===== config.mk =====
export PLATFORM = sky130hd
export DESIGN_NAME = http_status_line_parser_flat
export DESIGN_NICKNAME = d
export VERILOG_FILES = /design/src/hdl/hsl_pkg.sv /design/src/hdl/hsl_stream_if.sv /design/src/hdl/http_status_line_parser.sv /design/src/flat_wrapper.sv
export VERILOG_INCLUDE_DIRS = /design/src /design/src/hdl
export SDC_FILE = /design/constraint.sdc
export NUM_CORES = 1
export LEC_CHECK = 0
export BUFFER_PORTS_ARGS = -buffer_cell sky130_fd_sc_hd__buf_2
export CORE_MARGIN = 2
export CORE_UTILIZATION = 40
export CTS_CLUSTER_SIZE = 12
export DETAILED_ROUTE_END_ITERATION = 7
export PLACE_DENSITY = 0.61
export SLEW_MARGIN = 20
export SYNTH_ARGS = -nofsm -noshare
export SYNTH_HDL_FRONTEND = slang
export SYNTH_SLANG_ARGS = --single-unit

===== constraint.sdc =====
create_clock -name clk -period 11.05 [get_ports clk]
set_input_delay 0 -clock clk [delete_from_list [all_inputs] [get_ports clk]]
set_output_delay 0 -clock clk [all_outputs]
set_load 0.01 [all_outputs]

===== src/hdl/http_status_line_parser_macros.svh =====
// Assertion macros shared by the status line parser RTL.
`ifndef HTTP_STATUS_LINE_PARSER_MACROS_SVH
`define HTTP_STATUS_LINE_PARSER_MACROS_SVH

// Same-cycle implication, checked on clk and disabled during reset.
`define HSL_ASSERT_NOW(lbl, ante, cons, msg) \
  lbl: assert property (@(posedge clk) disable iff (!rst_n) (ante) |-> (cons)) \
    else $error(msg);

// Next-cycle implication, checked on clk and disabled during reset.
`define HSL_ASSERT_NEXT(lbl, ante, cons, msg) \
  lbl: assert property (@(posedge clk) disable iff (!rst_n) (ante) |=> (cons)) \
    else $error(msg);

`endif


===== src/hdl/hsl_pkg.sv =====
// Package with constants, types and helpers of the status line parser.
`timescale 1ns / 1ps
package hsl_pkg;

  localparam int MAX_REASON_LEN = 64;
  localparam int VERSION_DIGITS = 2;
  localparam int CODE_DIGITS    = 3;

  localparam int BYTE_W  = 8;
  localparam int PHASE_W = 3;
  localparam int VER_W   = 7;
  localparam int CODE_W  = 10;
  localparam int RIDX_W  = 6;
  localparam int POS_W   = $clog2(MAX_REASON_LEN + 1) > 3 ? $clog2(MAX_REASON_LEN + 1) : 3;

  localparam int PREFIX_LEN  = 5;
  localparam int VERSION_CAP = 127;

  localparam logic [BYTE_W-1:0] CHAR_H     = 8'h48;
  localparam logic [BYTE_W-1:0] CHAR_T     = 8'h54;
  localparam logic [BYTE_W-1:0] CHAR_P     = 8'h50;
  localparam logic [BYTE_W-1:0] CHAR_SLASH = 8'h2F;
  localparam logic [BYTE_W-1:0] CHAR_DOT   = 8'h2E;
  localparam logic [BYTE_W-1:0] CHAR_SPACE = 8'h20;
  localparam logic [BYTE_W-1:0] CHAR_CR    = 8'h0D;
  localparam logic [BYTE_W-1:0] CHAR_LF    = 8'h0A;
  localparam logic [BYTE_W-1:0] CHAR_HTAB  = 8'h09;
  localparam logic [BYTE_W-1:0] CHAR_ZERO  = 8'h30;
  localparam logic [BYTE_W-1:0] CHAR_NINE  = 8'h39;
  localparam logic [BYTE_W-1:0] CHAR_TILDE = 8'h7E;
  localparam logic [BYTE_W-1:0] CHAR_DEL   = 8'h7F;

  typedef enum logic [PHASE_W-1:0] {
    PH_PREFIX = 3'd0,
    PH_MAJOR  = 3'd1,
    PH_MINOR  = 3'd2,
    PH_CODE   = 3'd3,
    PH_REASON = 3'd4,
    PH_LF     = 3'd5,
    PH_DONE   = 3'd6,
    PH_ERROR  = 3'd7
  } phase_t;

  // Expected character of the literal "HTTP/" at a given position.
  function automatic logic [BYTE_W-1:0] prefix_char(input logic [2:0] idx);
    logic [BYTE_W-1:0] c;
    case (idx)
      3'd0:    c = CHAR_H;
      3'd1:    c = CHAR_T;
      3'd2:    c = CHAR_T;
      3'd3:    c = CHAR_P;
      3'd4:    c = CHAR_SLASH;
      default: c = '0;
    endcase
    return c;
  endfunction

  function automatic logic is_dec_char(input logic [BYTE_W-1:0] b);
    return (b >= CHAR_ZERO) && (b <= CHAR_NINE);
  endfunction

  // HTAB, space, visible ASCII and any byte with the top bit set.
  function automatic logic is_reason_char(input logic [BYTE_W-1:0] b);
    return (b == CHAR_HTAB) || ((b >= CHAR_SPACE) && (b <= CHAR_TILDE)) || (b > CHAR_DEL);
  endfunction

endpackage


===== src/hdl/hsl_stream_if.sv =====
// Valid/ready channel interfaces for the parser input and result words.
`timescale 1ns / 1ps
interface hsl_in_if;
  import hsl_pkg::*;
  logic              valid;
  logic              ready;
  logic [BYTE_W-1:0] byte_in;
  logic              restart;

  modport source (output valid, output byte_in, output restart, input ready);
  modport sink   (input valid, input byte_in, input restart, output ready);
endinterface

interface hsl_out_if;
  import hsl_pkg::*;
  logic               valid;
  logic               ready;
  logic [PHASE_W-1:0] parse_phase;
  logic [VER_W-1:0]   major_ver;
  logic [VER_W-1:0]   minor_ver;
  logic [CODE_W-1:0]  resp_code;
  logic               reason_valid;
  logic [BYTE_W-1:0]  reason_byte;
  logic [RIDX_W-1:0]  reason_index;

  modport source (output valid, output parse_phase, output major_ver,
                  output minor_ver, output resp_code, output reason_valid,
                  output reason_byte, output reason_index, input ready);
  modport sink   (input valid, input parse_phase, input major_ver,
                  input minor_ver, input resp_code, input reason_valid,
                  input reason_byte, input reason_index, output ready);
endinterface


===== src/hdl/http_status_line_parser.sv =====
// HTTP/1.1 status line parser, one byte per word, top level.
// The input channel in_ch carries one byte of a response status line per word
// together with a restart flag; restart puts the parser back to the start of
// the line before that byte is parsed. The result channel out_ch returns one
// word per input word: the parse phase after the byte, the major and minor
// version and the status code decoded so far, and, for a byte taken as part of
// the reason phrase, that byte with its position in the phrase.
// A word accepted into the input register is parsed there, and its result is
// loaded into the result register once that register can take it.
// Throughput is one word per cycle while the receiver takes results, set by
// the single phase and accumulator update between input and result register.
// When the receiver stalls, the result register holds its word and the input
// register can still take one more word; after that in_ch.ready drops until
// the result is taken. Done and error phases hold until a restart.
// Synchronous active-low reset empties both registers and clears the parser
// to the prefix phase with all decoded values zero.
`timescale 1ns / 1ps
`include "http_status_line_parser_macros.svh"
module http_status_line_parser (
  input logic       clk,
  input logic       rst_n,
  hsl_in_if.sink    in_ch,
  hsl_out_if.source out_ch
);
  import hsl_pkg::*;

  // Input register stage.
  logic              s1_v_r;
  logic [BYTE_W-1:0] s1_byte_r;
  logic              s1_restart_r;

  // Parser state.
  phase_t            phase_r, phase_nxt;
  logic [POS_W-1:0]  pos_r, pos_nxt;
  logic [VER_W-1:0]  major_r, major_nxt;
  logic [VER_W-1:0]  minor_r, minor_nxt;
  logic [CODE_W-1:0] code_r, code_nxt;

  // Result register stage.
  logic              out_v_r;
  phase_t            out_phase_r;
  logic [VER_W-1:0]  out_major_r;
  logic [VER_W-1:0]  out_minor_r;
  logic [CODE_W-1:0] out_code_r;
  logic              out_rvalid_r, rvalid_nxt;
  logic [BYTE_W-1:0] out_rbyte_r, rbyte_nxt;
  logic [RIDX_W-1:0] out_ridx_r, ridx_nxt;

  // The result register can load when it is empty or being emptied.
  logic advance;
  logic fire;
  logic in_take;

  // State seen by the current byte, after an optional restart.
  phase_t            cur_phase;
  logic [POS_W-1:0]  cur_pos;
  logic [VER_W-1:0]  cur_major;
  logic [VER_W-1:0]  cur_minor;
  logic [CODE_W-1:0] cur_code;
  logic [3:0]        digit;

  assign advance     = !out_v_r || out_ch.ready;
  assign fire        = s1_v_r && advance;
  assign in_ch.ready = !s1_v_r || advance;
  assign in_take     = in_ch.valid && in_ch.ready;
  assign digit       = s1_byte_r[3:0];

  // First digit replaces the value, later digits accumulate; saturates.
  function automatic logic [VER_W-1:0] version_digit(input logic [VER_W-1:0] old,
                                                     input logic first,
                                                     input logic [3:0] d);
    logic [VER_W+3:0] sum;
    if (first) begin
      sum = {{VER_W{1'b0}}, d};
    end else begin
      sum = {4'b0, old} * (VER_W+4)'(10) + {{VER_W{1'b0}}, d};
    end
    return (sum > (VER_W+4)'(VERSION_CAP)) ? VER_W'(VERSION_CAP) : sum[VER_W-1:0];
  endfunction

  function automatic logic [CODE_W-1:0] code_digit(input logic [CODE_W-1:0] old,
                                                   input logic first,
                                                   input logic [3:0] d);
    logic [CODE_W+3:0] sum;
    if (first) begin
      sum = {{CODE_W{1'b0}}, d};
    end else begin
      sum = {4'b0, old} * (CODE_W+4)'(10) + {{CODE_W{1'b0}}, d};
    end
    return sum[CODE_W-1:0];
  endfunction

  always_comb begin
    if (s1_restart_r) begin
      cur_phase = PH_PREFIX;
      cur_pos   = '0;
      cur_major = '0;
      cur_minor = '0;
      cur_code  = '0;
    end else begin
      cur_phase = phase_r;
      cur_pos   = pos_r;
      cur_major = major_r;
      cur_minor = minor_r;
      cur_code  = code_r;
    end

    phase_nxt  = cur_phase;
    pos_nxt    = cur_pos;
    major_nxt  = cur_major;
    minor_nxt  = cur_minor;
    code_nxt   = cur_code;
    rvalid_nxt = 1'b0;
    rbyte_nxt  = '0;
    ridx_nxt   = '0;

    case (cur_phase)
      PH_PREFIX: begin
        if ((cur_pos >= POS_W'(PREFIX_LEN)) || (prefix_char(cur_pos[2:0]) != s1_byte_r)) begin
          phase_nxt = PH_ERROR;
        end else if (s1_byte_r == CHAR_SLASH) begin
          pos_nxt   = '0;
          phase_nxt = PH_MAJOR;
        end else begin
          pos_nxt = cur_pos + 1'b1;
        end
      end
      PH_MAJOR: begin
        // The separator is checked ahead of the digit count.
        if (s1_byte_r == CHAR_DOT) begin
          pos_nxt   = '0;
          phase_nxt = PH_MINOR;
        end else if ((cur_pos >= POS_W'(VERSION_DIGITS)) || !is_dec_char(s1_byte_r)) begin
          phase_nxt = PH_ERROR;
        end else begin
          major_nxt = version_digit(cur_major, cur_pos == '0, digit);
          pos_nxt   = cur_pos + 1'b1;
        end
      end
      PH_MINOR: begin
        if (s1_byte_r == CHAR_SPACE) begin
          pos_nxt   = '0;
          phase_nxt = PH_CODE;
        end else if ((cur_pos >= POS_W'(VERSION_DIGITS)) || !is_dec_char(s1_byte_r)) begin
          phase_nxt = PH_ERROR;
        end else begin
          minor_nxt = version_digit(cur_minor, cur_pos == '0, digit);
          pos_nxt   = cur_pos + 1'b1;
        end
      end
      PH_CODE: begin
        if (cur_pos >= POS_W'(CODE_DIGITS)) begin
          if (s1_byte_r == CHAR_SPACE) begin
            pos_nxt   = '0;
            phase_nxt = PH_REASON;
          end else begin
            phase_nxt = PH_ERROR;
          end
        end else if (!is_dec_char(s1_byte_r)) begin
          phase_nxt = PH_ERROR;
        end else begin
          code_nxt = code_digit(cur_code, cur_pos == '0, digit);
          pos_nxt  = cur_pos + 1'b1;
        end
      end
      PH_REASON: begin
        if (s1_byte_r == CHAR_CR) begin
          pos_nxt   = '0;
          phase_nxt = PH_LF;
        end else if ((cur_pos >= POS_W'(MAX_REASON_LEN)) || !is_reason_char(s1_byte_r)) begin
          phase_nxt = PH_ERROR;
        end else begin
          rvalid_nxt = 1'b1;
          rbyte_nxt  = s1_byte_r;
          ridx_nxt   = cur_pos[RIDX_W-1:0];
          pos_nxt    = cur_pos + 1'b1;
        end
      end
      PH_LF: begin
        phase_nxt = (s1_byte_r == CHAR_LF) ? PH_DONE : PH_ERROR;
      end
      default: begin
        // Done and error hold until the next restart.
        phase_nxt = cur_phase;
      end
    endcase
  end

  // Input register.
  always_ff @(posedge clk) begin
    if (!rst_n) begin
      s1_v_r <= 1'b0;
    end else if (in_take) begin
      s1_v_r <= 1'b1;
    end else if (fire) begin
      s1_v_r <= 1'b0;
    end
  end

  always_ff @(posedge clk) begin
    if (in_take) begin
      s1_byte_r    <= in_ch.byte_in;
      s1_restart_r <= in_ch.restart;
    end
  end

  // Parser state, updated once per parsed word.
  always_ff @(posedge clk) begin
    if (!rst_n) begin
      phase_r <= PH_PREFIX;
      pos_r   <= '0;
      major_r <= '0;
      minor_r <= '0;
      code_r  <= '0;
    end else if (fire) begin
      phase_r <= phase_nxt;
      pos_r   <= pos_nxt;
      major_r <= major_nxt;
      minor_r <= minor_nxt;
      code_r  <= code_nxt;
    end
  end

  // Result register.
  always_ff @(posedge clk) begin
    if (!rst_n) begin
      out_v_r <= 1'b0;
    end else if (advance) begin
      out_v_r <= s1_v_r;
    end
  end

  always_ff @(posedge clk) begin
    if (fire) begin
      out_phase_r  <= phase_nxt;
      out_major_r  <= major_nxt;
      out_minor_r  <= minor_nxt;
      out_code_r   <= code_nxt;
      out_rvalid_r <= rvalid_nxt;
      out_rbyte_r  <= rbyte_nxt;
      out_ridx_r   <= ridx_nxt;
    end
  end

  assign out_ch.valid        = out_v_r;
  assign out_ch.parse_phase  = out_phase_r;
  assign out_ch.major_ver    = out_major_r;
  assign out_ch.minor_ver    = out_minor_r;
  assign out_ch.resp_code    = out_code_r;
  assign out_ch.reason_valid = out_rvalid_r;
  assign out_ch.reason_byte  = out_rbyte_r;
  assign out_ch.reason_index = out_ridx_r;

  // A reason character is only reported while the phrase is being read.
  `HSL_ASSERT_NOW(a_reason_phase, out_ch.valid && out_ch.reason_valid, out_ch.parse_phase == PH_REASON, "reason byte outside reason phase")
  // Error is sticky unless the parsed word asks for a restart.
  `HSL_ASSERT_NEXT(a_error_sticky, fire && !s1_restart_r && (phase_r == PH_ERROR), phase_r == PH_ERROR, "error phase left without restart")
  // Input back-pressure only comes from a full pipeline behind a stalled result.
  `HSL_ASSERT_NOW(a_ready_cause, !in_ch.ready, s1_v_r && out_v_r && !out_ch.ready, "input stalled without a stalled result")

endmodule


===== src/flat_wrapper.sv =====
// flat-port wrapper written by rule: the top's interface ports become plain ports
module http_status_line_parser_flat import hsl_pkg::*;
  (clk, rst_n, in_ch_valid, in_ch_byte_in, in_ch_restart, in_ch_ready, out_ch_valid, out_ch_parse_phase, out_ch_major_ver, out_ch_minor_ver, out_ch_resp_code, out_ch_reason_valid, out_ch_reason_byte, out_ch_reason_index, out_ch_ready);
  hsl_in_if in_ch_i ();
  hsl_out_if out_ch_i ();
  input logic clk;
  input logic rst_n;
  input wire logic [$bits(in_ch_i.valid)-1:0] in_ch_valid;
  input wire logic [$bits(in_ch_i.byte_in)-1:0] in_ch_byte_in;
  input wire logic [$bits(in_ch_i.restart)-1:0] in_ch_restart;
  output wire logic [$bits(in_ch_i.ready)-1:0] in_ch_ready;
  output wire logic [$bits(out_ch_i.valid)-1:0] out_ch_valid;
  output wire logic [$bits(out_ch_i.parse_phase)-1:0] out_ch_parse_phase;
  output wire logic [$bits(out_ch_i.major_ver)-1:0] out_ch_major_ver;
  output wire logic [$bits(out_ch_i.minor_ver)-1:0] out_ch_minor_ver;
  output wire logic [$bits(out_ch_i.resp_code)-1:0] out_ch_resp_code;
  output wire logic [$bits(out_ch_i.reason_valid)-1:0] out_ch_reason_valid;
  output wire logic [$bits(out_ch_i.reason_byte)-1:0] out_ch_reason_byte;
  output wire logic [$bits(out_ch_i.reason_index)-1:0] out_ch_reason_index;
  input wire logic [$bits(out_ch_i.ready)-1:0] out_ch_ready;
  assign in_ch_i.valid = in_ch_valid;
  assign in_ch_i.byte_in = in_ch_byte_in;
  assign in_ch_i.restart = in_ch_restart;
  assign in_ch_ready = in_ch_i.ready;
  assign out_ch_valid = out_ch_i.valid;
  assign out_ch_parse_phase = out_ch_i.parse_phase;
  assign out_ch_major_ver = out_ch_i.major_ver;
  assign out_ch_minor_ver = out_ch_i.minor_ver;
  assign out_ch_resp_code = out_ch_i.resp_code;
  assign out_ch_reason_valid = out_ch_i.reason_valid;
  assign out_ch_reason_byte = out_ch_i.reason_byte;
  assign out_ch_reason_index = out_ch_i.reason_index;
  assign out_ch_i.ready = out_ch_ready;
  http_status_line_parser u_core (.clk(clk), .rst_n(rst_n), .in_ch(in_ch_i), .out_ch(out_ch_i));
endmodule

==> metrics.md <==
| Metric | Value |
|---|---|
| P&R area growth vs syn | 13.77% |
| Post-synth top cells | 56 x nand2_1, 51 x edfxtp_1, 41 x nor2_1 |
| Worst-Skew Late Latency | 350 ps |
| Mapped Nets | ~670 |
| Deepest clock path buffer count | 2 |
| Ys Warns | 0 |
| Clk slew on worst S/H paths | ~70 ps |
| Core Box Area | between 0.01 and 0.015 sq mm |
| Final ANT Viol Nets | 0 |
| Period Utilization, post-route | approximately 36% |
| Antenna Cells | 0 |
| Max-Cap Viols | 0 |
| GP Congestion | about 0.9 |
| Worst path max stage delay | 460 ps |
| H-tree Lvls | 3 |
| Placed cell area | 0.006132 sq mm |
| Number of global-route vias before repair | about 4500 |
| Yosys reg bits | 87 |
| I/O pins | 57 |
| Async SR Flop Fraction | 0% |
| Arrival @ worst endpoint | 4050 ps |
| Buf+Inv Stages, Crit Path | 4 |
| Total setup buffers inserted after CTS | 0 |
| Vias per inst | around 5.7 |
| CP endpoint | u_core.out_ch.resp_code[9]$_DFFE_PP_ |
| Top Family by Delay on Critical Path | buffers and inverters |
| DP HPWL | approximately 10000 um |
| R2R depth | 13 |
| Fin nets | 718 |
| Final WL | between 10000 and 15000 um |
| Port bufs | 56 |
| Slew @ Worst Pin | between 800 and 900 ps |
| R2R Setup Slk | just over 7000 ps |
| Worst setup EP type | register |
| Final setup TNS | 0 ps |
| Outcome | finished, final reports clean |
| CTS Buf Count | 9 |
| VDD IR max | 68.86 uV |
| Starting Density | approximately 41% |
| Hold_buf cts | 12 |
| PD cells | 112.8 mW/mm^2 |
| Post-synth top flop | edfxtp_1 |
| RSZ-0062 raised after global routing | false |
| Max Slew Vio Count | 0 |
| Global-route wire length before repair | approximately 23000 um |
| Die width | approximately 120 um |
| Yosys cell types | 78 |
| Max Clock Skew | roughly 12 ps |
| Via count | approximately 4800 |
| Sequential share of the synthesized area | about two fifths |
| Post-synth top area cell | edfxtp_1 |
| Number of DRC markers in iteration 0 | just under 300 |
| Worst min-delay path class | input port to register |
| Drt wl/cell | about 16 um |
| Post-synth EDFFs | 51 |
| Reg2reg end | u_core.out_ch.resp_code[9]$_DFFE_PP_ |
| Rel. slew slack | a little under half |
| Final setup fails | 0 |
| Syn Inst Count | 611 |
| Top post-synthesis cells by area | edfxtp_1 27%, dfxtp_1 13%, ha_1 8.5%, nand2_1 3.7%, xnor2_1 3.5% |
| Layout cells sized above 1 | around 15% |
| CTS root buf | clkbuf_16 |
| Clock sink count | 87 |
| Largest net degree at the start of global routing | approximately 70 |
| First-pass DRT Iterations | 5 |
| GRT Total Usage | around a fifth |
| Cells along the critical path | buf_4 > clkinv_1 > nand2_1 > inv_1 > ha_1 > ha_1 > inv_1 > fa_1 > xnor2_1 > nor3b_1 > nand4_1 > xnor2_1 > a22o_1 |
| CTS tree | built |
| CP startpoint | u_core.s1_restart_r$_DFFE_PP_ |
| Initial antenna violation count | 0 |
| Die extent in y | approximately 120 um |
| # rows | between 40 and 50 |
| WP data required | approximately 11000 ps |
| Post-CTS resize count | 0 |
| Slowest stage cell, crit path | clkinv_1 |
| Hold Startpoint | rst_n |
| Leak Pwr | roughly 2.6 nW |
| Top cell type's share of synthesized area | between 20% and 30% |
| Final Hold Vio Count | 0 |
| Fin area | 0.006535 sq mm |
| FMAX | 253.8 MHz |
| Setup CP Type | register to register |
| Grt ovf | 0 |
| Stages on worst setup path | 13 |
| DRC violations left | 0 |
| Die area | roughly 0.015 sq mm |
| Cell area after synthesis | around 0.0057 sq mm |
| CP Launch Type | register |
| Final Power | 737.2 uW |
| Reg2reg start | u_core.s1_restart_r$_DFFE_PP_ |
| Mean Syn Cell Area | 9.401 sq um |
| Final min period | 3940 ps |
| Critical Path Fanout Max | 54 |
| Count leader, synth | nand2_1 |
[cells by family after synthesis]
| group | count (synthesis) | share of synthesized area [%] |
|---|---|---|
| DFF | 87 | 39.21 |
| muxes | 5 | 0.9366 |
| adders and majority gates | 45 | 10.26 |
| AOI/OAI and AO/OA | 154 | 18.69 |
| buffers and inverters | 52 | 3.877 |
| xor gates and xnor gates | 33 | 5.162 |
| and+or+nand+nor | 235 | 21.87 |
[power breakdown]
part,switching (mW),internal (mW)
registers,0.0134,0.356
logic,0.0497,0.0321
clock network,0.127,0.159
total,0.190,0.547
[layout by cell type (no fill, tap or decap), types with 3 or more instances in the layout]
cell           count
edfxtp_1          51
nor2_1            41
nor4_1             8
xnor2_1           23
o21ba_2            4
and3_1             4
nand2b_1           5
a21oi_1           31
o31ai_1            7
nand3_1           14
or4b_1             4
dlygate4sd3_1     12
a31oi_1           12
nor4b_1            3
nor2b_1           27
ha_1              39
o31a_1             3
a211oi_1           6
or4_1              5
buf_4              4
clkbuf_16          9
mux2_2             3
a22o_1             9
xor2_1             9
o21ai_0           30
o211ai_2           3
buf_2             56
and2_1            19
dfxtp_1           36
fa_1               4
nor3_1            22
nor3b_1            5
a22oi_1            4
o21a_1             6
or3_1              3
a21o_1             7
nand2_1           56
nand4_1            5
inv_1             18
[area by class of cell]
| type | count | area, sq um |
|---|---|---|
| fill | 1347 | 7400 |
| multi-input combinational | 472 | 3269 |
| sequential | 87 | 2252 |
| timing repair buffer | 72 | 430.4 |
| clock buffer | 10 | 239.0 |
| tap | 180 | 225.2 |
| inverter | 20 | 75.07 |
| clock inverter | 6 | 43.79 |
[how the worst min path moves through the flow]
stage / endpoint / depth (start not counted)
finish: u_core.code_r[2]$_SDFFE_PN0P_ / 2
global route: u_core.code_r[2]$_SDFFE_PN0P_ / 2
CTS: u_core.code_r[2]$_SDFFE_PN0P_ / 2
detailed placement: u_core.s1_byte_r[1]$_DFFE_PP_ / 1
global placement: u_core.s1_byte_r[5]$_DFFE_PP_ / 1
floorplan: u_core.s1_byte_r[0]$_DFFE_PP_ / 0
[state kept, by name, indices dropped and copies added, names as in the netlist]
register                    flops
u_core.phase_r                  3
u_core.out_ch.reason_valid      1
u_core.out_ch.valid             1
u_core.pos_r                    7
u_core.s1_byte_r                8
u_core.out_ch.reason_index      6
u_core.s1_v_r                   1
u_core.major_r                  7
u_core.out_ch.parse_phase       3
u_core.out_ch.reason_byte       8
u_core.s1_restart_r             1
u_core.out_ch.resp_code        10
u_core.minor_r                  7
u_core.out_ch.minor_ver         7
u_core.code_r                  10
u_core.out_ch.major_ver         7
[worst register-to-register path, stage by stage, from the launching register on]
cell      delay [ps]
edfxtp_1         320
buf_4            440
clkinv_1         480
nand2_1          250
inv_1            110
ha_1             290
ha_1             190
inv_1             60
fa_1             400
xnor2_1          300
nor3b_1          330
nand4_1          150
xnor2_1          180
a22o_1           200
[stage by stage]
stage,cells,hold WS [ps],setup slack (ps),util (%)
2_1_floorplan,611,98.87,7009,-
3_3_place_gp,819,179.5,7254,44.01
3_5_place_dp,819,181.1,7130,44.01
4_1_cts,847,54.89,7109,46.90
5_1_grt,847,78.32,6741,46.90
6_report,847,66.68,7110,46.90
[routing by layer]
layer / global-route usage [%] / routed length, um / up-vias / part of all wire [%]
met5: 0 / 0 / - / 0
met4: 5.824 / 221 / 0 / 1.6
met3: 3.938 / 598 / 16 / 4.3
met2: 31.70 / 6659 / 111 / 48
met1: 25.06 / 6378 / 2318 / 46
li1: - / - / 2363 / -
Power figures use the tool's default switching activity.
